**config.mk**
```make
export PLATFORM = sky130hd
export DESIGN_NAME = hash_shard_router_unit
export DESIGN_NICKNAME = d
export VERILOG_FILES = /design/src/hw/rtl/hsr_pkg.sv /design/src/hw/rtl/hsr_front.sv /design/src/hw/rtl/hsr_queue.sv /design/src/hw/rtl/hsr_back.sv /design/src/hw/rtl/hash_shard_router_unit.sv
export SDC_FILE = /design/constraint.sdc
export NUM_CORES = 1
export LEC_CHECK = 0
export BUFFER_PORTS_ARGS = -buffer_cell sky130_fd_sc_hd__buf_2
export CAP_MARGIN = 20
export CORE_MARGIN = 3
export CORE_UTILIZATION = 45
export CTS_CLUSTER_DIAMETER = 30
export CTS_CLUSTER_SIZE = 20
export DETAILED_ROUTE_END_ITERATION = 12
export MAX_ROUTING_LAYER = met4
export PLACE_DENSITY = 0.68
export SKIP_CTS_REPAIR_TIMING = 1
export SLEW_MARGIN = 20
export SYNTH_ARGS = -nofsm -noshare
export SYNTH_HDL_FRONTEND = slang
export SYNTH_HIERARCHICAL = 1
export SYNTH_SLANG_ARGS = --single-unit
```
**constraint.sdc**
```tcl
create_clock -name clk -period 8.14 [get_ports clk]
set_input_delay 0.407 -clock clk [delete_from_list [all_inputs] [get_ports clk]]
set_output_delay 0.407 -clock clk [all_outputs]
set_load 0.03 [all_outputs]
```
**src/hw/rtl/hsr_pkg.sv**
```systemverilog
// Shared types, constants and the FNV-1a step function for the hash shard router.
// No dependencies; every other file of the block imports this package.
package hsr_pkg;

  localparam int unsigned HashBits     = 64;
  localparam int unsigned ShardBits    = 16;
  localparam int unsigned SHARD_ID_BITS = 16;
  localparam int unsigned QDepth       = 4;
  localparam int unsigned QPtrBits     = $clog2(QDepth);
  localparam int unsigned DivCntBits   = $clog2(HashBits);

  localparam logic [HashBits-1:0] FnvBasis = 64'hCBF2_9CE4_8422_2325;

  localparam logic [DivCntBits-1:0] DivLast = DivCntBits'(HashBits - 1);

  typedef enum logic {
    ERR_NONE  = 1'b0,
    ERR_EMPTY = 1'b1
  } hsr_err_t;

  // One finished key handed from the hashing front to the modulo back end.
  typedef struct packed {
    logic [HashBits-1:0] key_hash;
    hsr_err_t            err;
  } hsr_job_t;

  typedef enum logic [1:0] {
    B_IDLE = 2'd0,
    B_DIV  = 2'd1,
    B_HOLD = 2'd2
  } hsr_back_state_t;

  // XOR in one byte, then multiply by the FNV prime 2^40 + 2^8 + 0xB3 (mod 2^64).
  function automatic logic [HashBits-1:0] fnv_step(input logic [HashBits-1:0] h,
                                                   input logic [7:0] b);
    logic [HashBits-1:0] x;
    x = h ^ {{(HashBits-8){1'b0}}, b};
    return (x << 40) + (x << 8) + (x << 7) + (x << 5) + (x << 4) + (x << 1) + x;
  endfunction

endpackage

```
**src/hw/rtl/hsr_front.sv**
```systemverilog
// Front end of the hash shard router: accepts key bytes and folds them into the
// running FNV-1a hash; pushes one job per finished or empty key. Uses hsr_pkg.
module hsr_front (
  input  logic              clk,
  input  logic              rst_n,
  input  logic              in_tvalid,
  output logic              in_tready,
  input  logic [7:0]        key_byte,
  input  logic              last_byte,
  input  logic              empty_key,
  input  logic              q_full,
  output logic              q_push,
  output hsr_pkg::hsr_job_t q_job
);
  import hsr_pkg::*;

  logic [HashBits-1:0] hash_r;
  logic [HashBits-1:0] hash_nxt;
  logic [HashBits-1:0] step;
  logic                accept;

  assign in_tready = !q_full;
  assign accept    = in_tvalid && in_tready;
  assign step      = fnv_step(hash_r, key_byte);

  always_comb begin
    hash_nxt       = hash_r;
    q_push         = 1'b0;
    q_job.key_hash = step;
    q_job.err      = ERR_NONE;
    if (accept) begin
      if (empty_key) begin
        // Any partly hashed key is dropped.
        q_push         = 1'b1;
        q_job.key_hash = FnvBasis;
        q_job.err      = ERR_EMPTY;
        hash_nxt       = FnvBasis;
      end else if (last_byte) begin
        q_push   = 1'b1;
        hash_nxt = FnvBasis;
      end else begin
        hash_nxt = step;
      end
    end
  end

  always_ff @(posedge clk) begin
    if (!rst_n) begin
      hash_r <= FnvBasis;
    end else begin
      hash_r <= hash_nxt;
    end
  end

endmodule

```
**src/hw/rtl/hsr_queue.sv**
```systemverilog
// Short job queue between the hashing front and the modulo back end.
// Holds QDepth entries of hsr_job_t; uses hsr_pkg.
module hsr_queue (
  input  logic              clk,
  input  logic              rst_n,
  input  logic              push,
  input  hsr_pkg::hsr_job_t push_job,
  input  logic              pop,
  output logic              full,
  output logic              not_empty,
  output hsr_pkg::hsr_job_t head_job
);
  import hsr_pkg::*;

  hsr_job_t            slots_r [QDepth];
  logic [QPtrBits-1:0] wr_ptr_r;
  logic [QPtrBits-1:0] rd_ptr_r;
  logic [QPtrBits:0]   count_r;
  logic                do_push;
  logic                do_pop;

  assign full      = (count_r == (QPtrBits+1)'(QDepth));
  assign not_empty = (count_r != '0);
  assign head_job  = slots_r[rd_ptr_r];
  assign do_push   = push && !full;
  assign do_pop    = pop && not_empty;

  always_ff @(posedge clk) begin
    if (do_push) begin
      slots_r[wr_ptr_r] <= push_job;
    end
  end

  always_ff @(posedge clk) begin
    if (!rst_n) begin
      wr_ptr_r <= '0;
      rd_ptr_r <= '0;
      count_r  <= '0;
    end else begin
      if (do_push) begin
        wr_ptr_r <= wr_ptr_r + 1'b1;
      end
      if (do_pop) begin
        rd_ptr_r <= rd_ptr_r + 1'b1;
      end
      case ({do_push, do_pop})
        2'b10:   count_r <= count_r + 1'b1;
        2'b01:   count_r <= count_r - 1'b1;
        default: count_r <= count_r;
      endcase
    end
  end

endmodule

```
**src/hw/rtl/hsr_back.sv**
```systemverilog
// Back end of the hash shard router: reduces each queued hash modulo the shard
// count with a one-bit-per-cycle restoring remainder unit and drives the output
// register. Uses hsr_pkg.
module hsr_back (
  input  logic                            clk,
  input  logic                            rst_n,
  input  logic [hsr_pkg::ShardBits-1:0]   num_shards,
  input  logic                            q_not_empty,
  input  hsr_pkg::hsr_job_t               q_head,
  output logic                            q_pop,
  output logic                            out_tvalid,
  input  logic                            out_tready,
  output logic [hsr_pkg::ShardBits-1:0]   shard_number,
  output logic [hsr_pkg::HashBits-1:0]    key_hash,
  output logic                            error_code
);
  import hsr_pkg::*;

  hsr_back_state_t       state_r, state_nxt;
  logic [HashBits-1:0]   job_hash_r, job_hash_nxt;
  hsr_err_t              job_err_r, job_err_nxt;
  logic [HashBits-1:0]   dividend_r, dividend_nxt;
  logic [ShardBits-1:0]  div_r, div_nxt;
  logic [ShardBits-1:0]  rem_r, rem_nxt;
  logic [DivCntBits-1:0] cnt_r, cnt_nxt;
  logic                  out_valid_r, out_valid_nxt;
  logic [ShardBits-1:0]  out_shard_r, out_shard_nxt;
  logic [HashBits-1:0]   out_hash_r, out_hash_nxt;
  hsr_err_t              out_err_r, out_err_nxt;
  logic                  out_free;
  logic [ShardBits:0]    trial;
  logic [ShardBits:0]    div_ext;
  logic [ShardBits-1:0]  rem_step;

  assign out_free = !out_valid_r || out_tready;
  assign trial    = {rem_r, dividend_r[HashBits-1]};
  assign div_ext  = {1'b0, div_r};
  assign rem_step = (trial >= div_ext) ? ShardBits'(trial - div_ext) : trial[ShardBits-1:0];

  always_comb begin
    state_nxt     = state_r;
    job_hash_nxt  = job_hash_r;
    job_err_nxt   = job_err_r;
    dividend_nxt  = dividend_r;
    div_nxt       = div_r;
    rem_nxt       = rem_r;
    cnt_nxt       = cnt_r;
    q_pop         = 1'b0;
    out_valid_nxt = out_valid_r && !out_tready;
    out_shard_nxt = out_shard_r;
    out_hash_nxt  = out_hash_r;
    out_err_nxt   = out_err_r;
    case (state_r)
      B_IDLE: begin
        if (q_not_empty) begin
          q_pop        = 1'b1;
          job_hash_nxt = q_head.key_hash;
          job_err_nxt  = q_head.err;
          dividend_nxt = q_head.key_hash;
          // A zero shard count behaves as one shard.
          div_nxt      = (num_shards == '0) ? ShardBits'(1) : num_shards;
          rem_nxt      = '0;
          cnt_nxt      = '0;
          state_nxt    = (q_head.err == ERR_EMPTY) ? B_HOLD : B_DIV;
        end
      end
      B_DIV: begin
        rem_nxt      = rem_step;
        dividend_nxt = dividend_r << 1;
        cnt_nxt      = cnt_r + 1'b1;
        if (cnt_r == DivLast) begin
          state_nxt = B_HOLD;
        end
      end
      B_HOLD: begin
        if (out_free) begin
          out_valid_nxt = 1'b1;
          out_hash_nxt  = job_hash_r;
          out_err_nxt   = job_err_r;
          out_shard_nxt = (job_err_r == ERR_EMPTY) ? '0 :
                          (rem_r & ShardBits'((64'd1 << SHARD_ID_BITS) - 64'd1));
          state_nxt     = B_IDLE;
        end
      end
      default: state_nxt = B_IDLE;
    endcase
  end

  always_ff @(posedge clk) begin
    if (!rst_n) begin
      state_r     <= B_IDLE;
      out_valid_r <= 1'b0;
    end else begin
      state_r     <= state_nxt;
      out_valid_r <= out_valid_nxt;
    end
  end

  always_ff @(posedge clk) begin
    job_hash_r  <= job_hash_nxt;
    job_err_r   <= job_err_nxt;
    dividend_r  <= dividend_nxt;
    div_r       <= div_nxt;
    rem_r       <= rem_nxt;
    cnt_r       <= cnt_nxt;
    out_shard_r <= out_shard_nxt;
    out_hash_r  <= out_hash_nxt;
    out_err_r   <= out_err_nxt;
  end

  assign out_tvalid   = out_valid_r;
  assign shard_number = out_shard_r;
  assign key_hash     = out_hash_r;
  assign error_code   = out_err_r;

  // The partial remainder never reaches the divisor while dividing.
  a_rem_below_div: assert property (@(posedge clk) disable iff (!rst_n)
    (state_r == B_DIV) |-> (rem_r < div_r))
    else $error("remainder not below divisor");

  // A rejected key always reports shard zero.
  a_err_shard_zero: assert property (@(posedge clk) disable iff (!rst_n)
    (out_valid_r && (out_err_r == ERR_EMPTY)) |-> (out_shard_r == '0))
    else $error("error result with nonzero shard");

  // A valid key taken from the queue goes into the remainder unit next.
  a_pop_starts_div: assert property (@(posedge clk) disable iff (!rst_n)
    (state_r == B_IDLE && q_not_empty && q_head.err == ERR_NONE) |=> (state_r == B_DIV))
    else $error("valid key did not start division");

endmodule

```
**src/hw/rtl/hash_shard_router_unit.sv**
```systemverilog
// Top level of the hash shard router: shard count register, hashing front,
// job queue and modulo back end. Depends on hsr_pkg, hsr_front, hsr_queue, hsr_back.
//
// Usage:
//   Key bytes arrive on the in_ stream, one word per byte; in_tlast marks the
//   final byte and in_tuser flags an empty key. Bytes are hashed (FNV-1a, 64
//   bits) as they arrive, one word per cycle while the job queue has room.
//   Each finished key yields one out_ word: the shard number (hash modulo the
//   shard count) and the full hash; out_tuser is set when an empty key was
//   rejected, with shard number 0 and the hash of an empty key.
//   The modulo is a restoring remainder unit that retires one hash bit per
//   cycle; the back end takes a key from the queue, divides it through all 64
//   hash bits and then loads the output register (an empty key skips the
//   division). It works on one key at a time; the 4-entry queue lets the
//   front keep hashing meanwhile and stalls in_tready when it fills.
//   When out_tready is low, the result is held in the output register, and
//   the back end finishes its next key and waits behind it.
//   cfg_wr_en writes the shard count (0 acts as 1); write it only while idle.
//   Reset (rst_n low, synchronous) sets the shard count to 1, restarts the
//   hash and empties the queue and output register.
module hash_shard_router_unit (
  input  logic         clk,
  input  logic         rst_n,
  input  logic         in_tvalid,
  output logic         in_tready,
  input  logic [7:0]   in_tdata,     // [7:0] key_byte
  input  logic         in_tlast,     // last_byte
  input  logic         in_tuser,     // empty_key
  output logic         out_tvalid,
  input  logic         out_tready,
  output logic [79:0]  out_tdata,    // [15:0] shard_number, [79:16] key_hash
  output logic         out_tuser,    // error_code
  input  logic         cfg_wr_en,
  input  logic [15:0]  cfg_wr_data   // num_shards
);
  import hsr_pkg::*;

  logic [ShardBits-1:0] num_shards_r;
  logic                 q_push;
  logic                 q_pop;
  logic                 q_full;
  logic                 q_not_empty;
  hsr_job_t             push_job;
  hsr_job_t             head_job;
  logic [ShardBits-1:0] shard_number;
  logic [HashBits-1:0]  key_hash;

  always_ff @(posedge clk) begin
    if (!rst_n) begin
      num_shards_r <= ShardBits'(1);
    end else if (cfg_wr_en) begin
      num_shards_r <= cfg_wr_data;
    end
  end

  hsr_front u_front (
    .clk       (clk),
    .rst_n     (rst_n),
    .in_tvalid (in_tvalid),
    .in_tready (in_tready),
    .key_byte  (in_tdata),
    .last_byte (in_tlast),
    .empty_key (in_tuser),
    .q_full    (q_full),
    .q_push    (q_push),
    .q_job     (push_job)
  );

  hsr_queue u_queue (
    .clk       (clk),
    .rst_n     (rst_n),
    .push      (q_push),
    .push_job  (push_job),
    .pop       (q_pop),
    .full      (q_full),
    .not_empty (q_not_empty),
    .head_job  (head_job)
  );

  hsr_back u_back (
    .clk          (clk),
    .rst_n        (rst_n),
    .num_shards   (num_shards_r),
    .q_not_empty  (q_not_empty),
    .q_head       (head_job),
    .q_pop        (q_pop),
    .out_tvalid   (out_tvalid),
    .out_tready   (out_tready),
    .shard_number (shard_number),
    .key_hash     (key_hash),
    .error_code   (out_tuser)
  );

  assign out_tdata = {key_hash, shard_number};

endmodule

```
==> flow_metrics.tcl, run 1 <==
set metrics [dict create \
    status "finished clean" \
    ys.flop_type "edfxtp_1" \
    cap_violations 0 \
    worst_pin_slew_ps 1089 \
    slew_headroom_pct 27.42 \
    worstSetupStartpointType "register" \
    final_common_cell "edfxtp_1" \
    setup_viol 0 \
    fmax_mhz 159.7 \
    route.detailed.drc 0 \
    clk_path_buf_depth 3 \
    grt_pass1_vias 21590 \
    n_antenna_cell 0 \
    nets 3209 \
    synth_area_per_cell_um2 12.65 \
    drtPass1Iterations 5 \
    port_buffers 113 \
    hold_path_depth 3 \
    yosysSeqAreaShare_pct 50.86 \
    layout-drive-gt1-share_pct 14.96 \
    crit_required_ps 8460 \
    cts_tree "yes" \
    grt_max_degree 68 \
    start_util_pct 45.77 \
    yosysWarnings 6 \
    clock_skew_ps 33.57 \
    fill_cells 6086 \
    path_cells "xor2_1, xnor2_1, ha_1, inv_1, fa_1, inv_1, ha_1, ha_1, ha_1, inv_1, fa_1, nand2b_1, a21o_1, a21oi_2, a21oi_1, nor4b_2, o2111ai_1, or4_1, o311ai_1, xnor2_1, nor2_1" \
    cp_slowest_cell "xor2_1" \
    cp-end-kind "register" \
    critPathArrivalTime_ps 6590 \
    synth_area_um2 33620 \
    setup_slack_ps 1877 \
    final_core_util_pct 52.51 \
    stdcell_count 3846 \
    async_flop_share_pct 0 \
    root_buffer "clkbuf_16" \
    layout_common_cells "edfxtp_1, inv_1, nand2_1" \
    rsz0062_at_grt "false" \
    min_path_type "in2reg" \
    hold_viol 0 \
    antenna_found_initial 0 \
    gp_congestion 0.9273 \
    core-area_um2 73450 \
    synth.distinct_cells 85 \
    crit_top_cell "ha_1" \
    post-place-ws_ps 1836 \
    dpl.cell_count 3651 \
    fin_crit_ps 6263 \
    maxSlewViolCount 0 \
    ys_ff_latch 600 \
    die_y_um 279.3 \
    ios 114 \
    grt-ovfl-total 0 \
    fin_crit_sh_pct 76.94 \
    synthToLayoutAreaGrowth_pct 14.74 \
    clock_sinks 600 \
    crit_fanout 6 \
    cts_htree_levels 3 \
    via_per_inst 5.298 \
    max_stage_delay_ps 770 \
    synthCells 2658 \
    cts.clk_slew.worst_paths_ps 60 \
    grt_first_pass_wirelength_um 123000 \
    worstSetupPathType "reg2reg" \
    tns_ps 0 \
    track_usage_pct 20.97 \
    via_count 20380 \
    worstSkewPairLatency_ps 660 \
    synth_edf_count 508 \
    detail_route.wl_per_cell_um 20.26 \
    rr_worst_depth 21 \
    ant_nets 0 \
    synth_nets 3068 \
    place_hpwl_um 55820 \
    die-area_um2 78020 \
    postRouteWirelength_um 77920 \
    drt_iter0_markers 1379 \
    die_w_um 279.3 \
    rows 99 \
    cts_made_buffers 104 \
]
-- path summary, 6_finish.rpt --
kind / from / end / slack (ps)
hold reg to reg: u_back/job_hash_r[6] / u_back/key_hash[6] / 400
setup / recovery: u_front/hash_r[0] / u_queue/slots_r[3][52] / 1880
setup reg to reg: u_front/hash_r[0] / u_queue/slots_r[3][52] / 1880
hold / removal: cfg_wr_data[10] / num_shards_r[10] / 10
-- final cells by class --
type                            instances  area, um2  share of cell area (%)
Tap cell                              959       1200                   3.111
Timing Repair Buffer                  136      740.7                   1.920
Multi-Input combinational cell       1532      14380                   37.28
Clock inverter                         71      799.5                   2.073
Clock buffer                          123       2755                   7.143
Sequential cell                       600      17100                   44.33
Inverter                              425       1595                   4.136
-- layer usage --
| metal | part of all wire (%) | global-route usage [%] | wire, um | vias up |
|---|---|---|---|---|
| met1 | 45 | 27.90 | 34680 | 10390 |
| met2 | 49 | 34.10 | 38020 | 512 |
| met4 | 2.1 | 5.980 | 1660 | 0 |
| met3 | 4.6 | 2.784 | 3562 | 122 |
| met5 | 0 | - | 0 | - |
| li1 | - | - | - | 9356 |
-- cells in the mapped netlist (6+ instances only) --
master,number,area (um2)
edfxtp_1,508,15250
inv_1,424,1592
nand2_1,302,1134
fa_1,247,4945
ha_1,132,1652
nor2_1,108,405.4
dfxtp_1,92,1842
a21oi_1,90,450.4
mux4_2,65,1464
o21ai_0,63,315.3
xnor2_1,63,551.8
clkbuf_1,61,229.0
nor2b_1,51,319.1
and2_1,39,244.0
a21o_1,37,277.8
xor2_1,36,315.3
o22ai_1,29,181.4
mux2i_1,27,270.3
nand3_1,25,125.1
buf_2,16,80.08
o211ai_1,16,120.1
nand4_1,14,87.58
a211oi_1,13,97.59
o21a_1,13,97.59
nand2b_1,12,75.07
o21bai_1,12,90.09
and3_1,11,68.82
nor3_1,11,55.05
or2_2,11,68.82
o21ai_1,8,40.04
buf_12,7,140.1
buf_6,7,78.83
nor4_1,6,37.54
or3_1,6,37.54
-- cell families (layout without fill, tap and decap cells) --
group / count (synthesis) / after routing / synth area share (%)
adder cells (fa/ha/maj): 379 / 379 / 19.62
buffers and inverters: 526 / 755 / 6.502
AO/OA/AOI/OAI: 345 / 345 / 6.770
AND/OR/NAND/NOR: 617 / 617 / 8.512
flip-flops: 600 / 600 / 50.86
XOR/XNOR: 99 / 99 / 2.579
multiplexers: 92 / 92 / 5.159
-- worst max-delay path: cells and delay by family, from the launching register on --
family,cells,cell delay [ps]
xor gates and xnor gates,3,1230
DFF,1,350
buffers and inverters,3,170
adders and majority gates,6,2040
and+or+nand+nor,4,1150
AOI/OAI and AO/OA,5,1000
-- through the flow --
| stage | hold WS [ps] | area (um2) |
|---|---|---|
| 6_report | 11.14 | 38570 |
| 5_1_grt | 9.542 | 38570 |
| 4_1_cts | -63.00 | 38560 |
| 3_5_place_dp | 405.2 | 35010 |
| 3_3_place_gp | 403.3 | 35010 |
| 2_1_floorplan | 400.3 | 33620 |
-- state kept, by name, indices dropped and copies added, names as in the netlist, named ones only --
name                 cells
num_shards_r            16
u_back/cnt_r             6
u_back/div_r            16
u_back/dividend_r       64
u_back/error_code        1
u_back/job_err_r         1
u_back/job_hash_r       64
u_back/key_hash         64
u_back/out_tvalid        1
u_back/rem_r            16
u_back/shard_number     16
u_back/state_r           2
u_front/hash_r          64
u_queue/count_r          3
u_queue/rd_ptr_r         2
u_queue/slots_r        260
u_queue/wr_ptr_r         2
Power of run 1 is left out: the tool's default activity adds up to more than one toggle a clock period on the data nets, which glitch-free logic cannot reach.
==> inputs of run 2 (changes only) <==
ABC_AREA = 1   (was default)
PLACE_DENSITY = 0.66   (was 0.68)
clock period = 6.4 ns   (was 8.14 ns; I/O delays follow)
==> run 2 against run 1 <==
  * Non-clock buffer count grew 18
  * The run now ends with hold timing left
  * Critical path depth shrank 3
  * Highest routed layer unchanged
  * Clock skew grew 14 ps
  * Clock-buffer cell count shrank 3
  * Die area grew 7.7%
  * Maximum frequency grew 16%
  * Final cell count grew 34%
==> flow_metrics.tcl, run 2 <==
set metrics [dict create \
    clock_sinks 600 \
    synth_nets 4257 \
    fill_cells 7116 \
    nets 4415 \
    fmax_mhz 185.7 \
    core-area_um2 79390 \
    crit_top_cell "inv_1" \
    final_common_cell "nand2_1" \
    final_core_util_pct 52.80 \
    gp_congestion 1.066 \
    ys.flop_type "edfxtp_1" \
    die_y_um 289.9 \
    track_usage_pct 23.36 \
    cts.clk_slew.worst_paths_ps 50 \
    hold_viol 6 \
    setup_viol 0 \
    die_w_um 289.9 \
    via_per_inst 5.027 \
    clock_skew_ps 47.81 \
    maxSlewViolCount 0 \
    route.detailed.drc 0 \
    cap_violations 0 \
    grt_pass1_vias 25670 \
    synth_area_um2 36280 \
    synth.largest_area_cell "edfxtp_1" \
    max_stage_delay_ps 610 \
    stdcell_count 5152 \
    cts_made_buffers 108 \
    fin_crit_sh_pct 84.15 \
    synth_area_per_cell_um2 9.430 \
    synthCells 3847 \
    via_count 25900 \
    yosysWarnings 6 \
    port_buffers 113 \
    clk_path_buf_depth 3 \
    failed_checks "hold timing" \
    ys_ff_latch 600 \
    yosysMostFrequentCell "nand2_1" \
    postRouteWirelength_um 95170 \
    regArea_um2 17100 \
    synth.area.top_cells "edfxtp_1, fa_1, nand2_1" \
    ios 114 \
    min_path_type "in2reg" \
    cts_htree_levels 3 \
    antenna_found_initial 1 \
    multi_input_area_um2 15700 \
    ant_nets 0 \
    rsz0062_at_grt "false" \
    synth.distinct_cells 46 \
    worstSetupStartpointType "register" \
    async_flop_share_pct 0 \
    start_util_pct 45.70 \
    synth_top_cell_area_share_pct 42.05 \
    place_hpwl_um 70660 \
    yosysSeqAreaShare_pct 47.13 \
    layout_common_cells "nand2_1, inv_1, edfxtp_1" \
    crit_required_ps 6760 \
    path_cells "inv_1, fa_1, inv_1, fa_1, inv_1, fa_1, inv_1, ha_1, ha_1, nand2_1, nor2_2, inv_2, nor3_1, nand3_1, nand3_1, nand2_1, nand2_1, nor2_1" \
    yosys-top-cells-count "nand2_1, inv_1, edfxtp_1" \
    largest_reg_flops 260 \
    synthToLayoutAreaGrowth_pct 15.53 \
    drt_iter0_markers 2308 \
    worstSetupPathType "reg2reg" \
    crit_fanout 6 \
    status "finished, violations left" \
    drtPass1Iterations 6 \
    tns_ps 0 \
    worst_pin_slew_ps 1025 \
    cp-end-kind "register" \
    critPathArrivalTime_ps 5740 \
    whs_ps -32.42 \
    cp_slowest_cell "fa_1" \
    slew_headroom_pct 31.50 \
    root_buffer "clkbuf_16" \
    synth_edf_count 508 \
    detail_route.wl_per_cell_um 18.47 \
    dpl.cell_count 4933 \
    grt_max_degree 84 \
    cts_tree "yes" \
    die-area_um2 84060 \
    grt-ovfl-total 0 \
    fin_crit_ps 5386 \
    grt_first_pass_wirelength_um 148300 \
    layout-drive-gt1-share_pct 11.44 \
    rows 103 \
    worstSkewPairLatency_ps 670 \
    regMostFlops "u_queue/slots_r" \
]
-- run 2: critical path: cells and delay by family, from the launching register on --
| kind | cells | cell delay, ps |
|---|---|---|
| adder cells (fa/ha/maj) | 5 | 2310 |
| AND/OR/NAND/NOR | 8 | 1610 |
| buffers and inverters | 5 | 590 |
| flip-flops | 1 | 580 |
-- run 2: stage by stage --
| step | cell area, um2 | setup slack [ps] | hold WS (ps) |
|---|---|---|---|
| floorplan | 36280 | 934.7 | 400.3 |
| global placement | 37920 | 1029 | 401.9 |
| detailed placement | 37920 | 1092 | 404.5 |
| CTS | 41760 | 1134 | -152.5 |
| global route | 41910 | 803.2 | 2.038 |
| finish | 41910 | 1014 | -32.42 |
-- run 2: area by class of cell --
cell class                 instances  area share (%)
inverter                         793           7.114
antenna                            2         0.01194
clock buffer                     120           6.702
sequential                       600           40.80
timing repair buffer             154           2.311
clock inverter                    85           2.463
tap                             1050           3.135
multi-input combinational       2348           37.46
-- run 2: final timing paths --
kind	from	endpoint	slack [ps]	depth (start not counted)
hold reg to reg	u_back/job_hash_r[6]	u_back/key_hash[6]	410	0
hold / removal	cfg_wr_data[13]	num_shards_r[13]	-30	5
setup reg to reg	u_front/hash_r[22]	u_queue/slots_r[1][41]	1010	18
setup / recovery	u_front/hash_r[22]	u_queue/slots_r[1][41]	1010	18
-- run 2: per-layer routing --
layer	part of all wire, %	vias to the layer above	GRT usage, %	routed length, um
met5	0	-	-	0
met4	3.0	0	7.549	2841
met3	6.9	178	3.827	6607
met2	46	874	35.94	43520
met1	44	12420	31.83	42200
li1	-	12430	-	-
-- run 2: logic make-up (layout without fill, tap and decap cells) --
group / Yosys count / count (layout) / synth area share (%)
DFF: 600 / 600 / 47.13
and+or+nand+nor: 1543 / 1543 / 17.71
xor gates and xnor gates: 49 / 49 / 1.204
other: 0 / 2 / 0
buffers and inverters: 899 / 1152 / 9.826
adders and majority gates: 379 / 379 / 18.18
AOI/OAI and AO/OA: 377 / 377 / 5.956
Power of run 2 is left out for the same reason.
==> inputs of run 3 (changes only) <==
PLACE_DENSITY = 0.68   (was 0.66)
clock period = 4.65 ns   (was 6.4 ns; I/O delays follow)
==> run 3 against run 2 <==
  * The run ends with setup timing left
  * Clock skew up 9.8 ps
  * Routed wire length rose by 10%
  * Clock-buffer cell count rose by 5
  * Critical path type unchanged
==> flow_metrics.tcl, run 3 (synthesized netlist as in run 2, its figures left out) <==
set metrics [dict create \
    route.detailed.drc 0 \
    cts_made_buffers 108 \
    ant_nets 0 \
    drt_iter0_markers 2160 \
    place_hpwl_um 76290 \
    fin_crit_ps 4664 \
    fmax_mhz 214.4 \
    rows 103 \
    worstSkewPairLatency_ps 690 \
    clock_sinks 600 \
    r2r_end "u_queue/slots_r[0][57]" \
    path_delay_family "adder cells" \
    detail_route.wl_per_cell_um 19.00 \
    start_util_pct 45.70 \
    rsz0062_at_grt "true" \
    grt_first_pass_wirelength_um 157600 \
    track_usage_pct 24.90 \
    crit_required_ps 5000 \
    rr_worst_depth 23 \
    regToRegSetupSlack_ps -10 \
    setup_slack_ps -14.26 \
    cts_tree "yes" \
    antenna_found_initial 1 \
    path_cells "clkinvlp_4, buf_6, fa_1, inv_1, fa_1, inv_1, fa_1, fa_1, inv_1, ha_4, buf_4, nand2_4, buf_6, nor2_4, nand3_2, inv_2, nand2_4, nor4_4, nand2_1, nand2_1, nand2_2, nand2_2, nand2_2" \
    rr_startpoint "u_front/hash_r[47]" \
    layout-drive-gt1-share_pct 28.22 \
    status "finished, violations left" \
    failed_checks "setup timing" \
    gp_congestion 1.046 \
    largest_reg_flops 260 \
    grt_max_degree 83 \
    stdcell_count 5518 \
    synthToLayoutAreaGrowth_pct 29.83 \
    setup_viol 2 \
    cp-end-kind "register" \
    maxSlewViolCount 0 \
    nets 4783 \
    die-area_um2 84060 \
    final_core_util_pct 59.33 \
    regMostFlops "u_queue/slots_r" \
    drtPass1Iterations 6 \
    max_stage_delay_ps 520 \
    layout_common_cells "nand2_1, inv_1, edfxtp_1" \
    final_cell_area_um2 47100 \
    dpl_cell_area_um2 40410 \
    worst_pin_slew_ps 982.1 \
    cap_violations 0 \
    crit_fanout 6 \
    crit_top_cell "fa_1" \
    port_buffers 113 \
    final_common_cell "nand2_1" \
    n_antenna_cell 0 \
    cp_slowest_cell "fa_1" \
    die_w_um 289.9 \
    die_y_um 289.9 \
    worstSetupPathType "reg2reg" \
    core-area_um2 79390 \
    grt-ovfl-total 0 \
    min_path_type "in2reg" \
    ios 114 \
    via_count 27810 \
    fill_cells 6579 \
    worstSetupStartpointType "register" \
    hold_viol 0 \
    critPathArrivalTime_ps 5010 \
    hold_end "num_shards_r[0]" \
    slew_headroom_pct 34.53 \
    via_per_inst 5.040 \
    grt_pass1_vias 27400 \
    clock_skew_ps 57.66 \
    cts.clk_slew.worst_paths_ps 50 \
    hold_path_depth 3 \
    post-place-ws_ps -400.6 \
    root_buffer "clkbuf_16" \
    postRouteWirelength_um 104800 \
    dpl.cell_count 5247 \
    clk_path_buf_depth 3 \
    fin_crit_sh_pct 100.3 \
    cts_htree_levels 3 \
    crit_buf_inv 8 \
    min_from "rst_n" \
]
run 3: layout make-up:
cell class	count	area [um2]	area share (%)
Inverter	793	3027	6.426
Clock inverter	80	1074	2.279
Sequential cell	600	17130	36.36
Timing Repair Buffer	522	3986	8.463
Clock buffer	125	2828	6.003
Multi-Input combinational cell	2348	17750	37.68
Tap cell	1050	1314	2.789
run 3: layer usage:
layer,track usage (%),wire [um],vias to the layer above
met1,33.13,44960,13590
met3,4.454,7364,157
met4,7.106,2751,0
li1,-,-,13160
met5,-,0,-
met2,39.36,49740,903
run 3: how the worst max path moves through the flow:
stage,startpoint,endpoint,slack (ps),depth (start not counted)
final,u_front/hash_r[47],u_queue/slots_r[0][57],-10,23
after global routing,u_front/hash_r[47],u_queue/slots_r[1][57],-220,23
after CTS,u_front/hash_r[0],u_queue/slots_r[0][32],-350,22
after detailed placement,in_tdata[0],u_queue/slots_r[3][32],-400,23
after global placement,u_front/hash_r[33],u_front/hash_r[57],-280,22
after floorplan,u_queue/count_r[1],u_queue/slots_r[0][0],150,8
run 3: through the flow:
| stage | setup TNS, ps | hold WS, ps |
|---|---|---|
| after floorplan | 0 | 350.3 |
| after global placement | -18960 | 401.7 |
| after detailed placement | -31300 | 404.5 |
| after CTS | -23380 | -250.5 |
| after global routing | -7808 | 32.23 |
| final | -28.52 | 30.47 |
run 3: worst min-delay path, cell delays in order:
cell and delay, ps:
buf_2 100, buf_4 220, nand3_1 120
Power of run 3 is left out for the same reason.
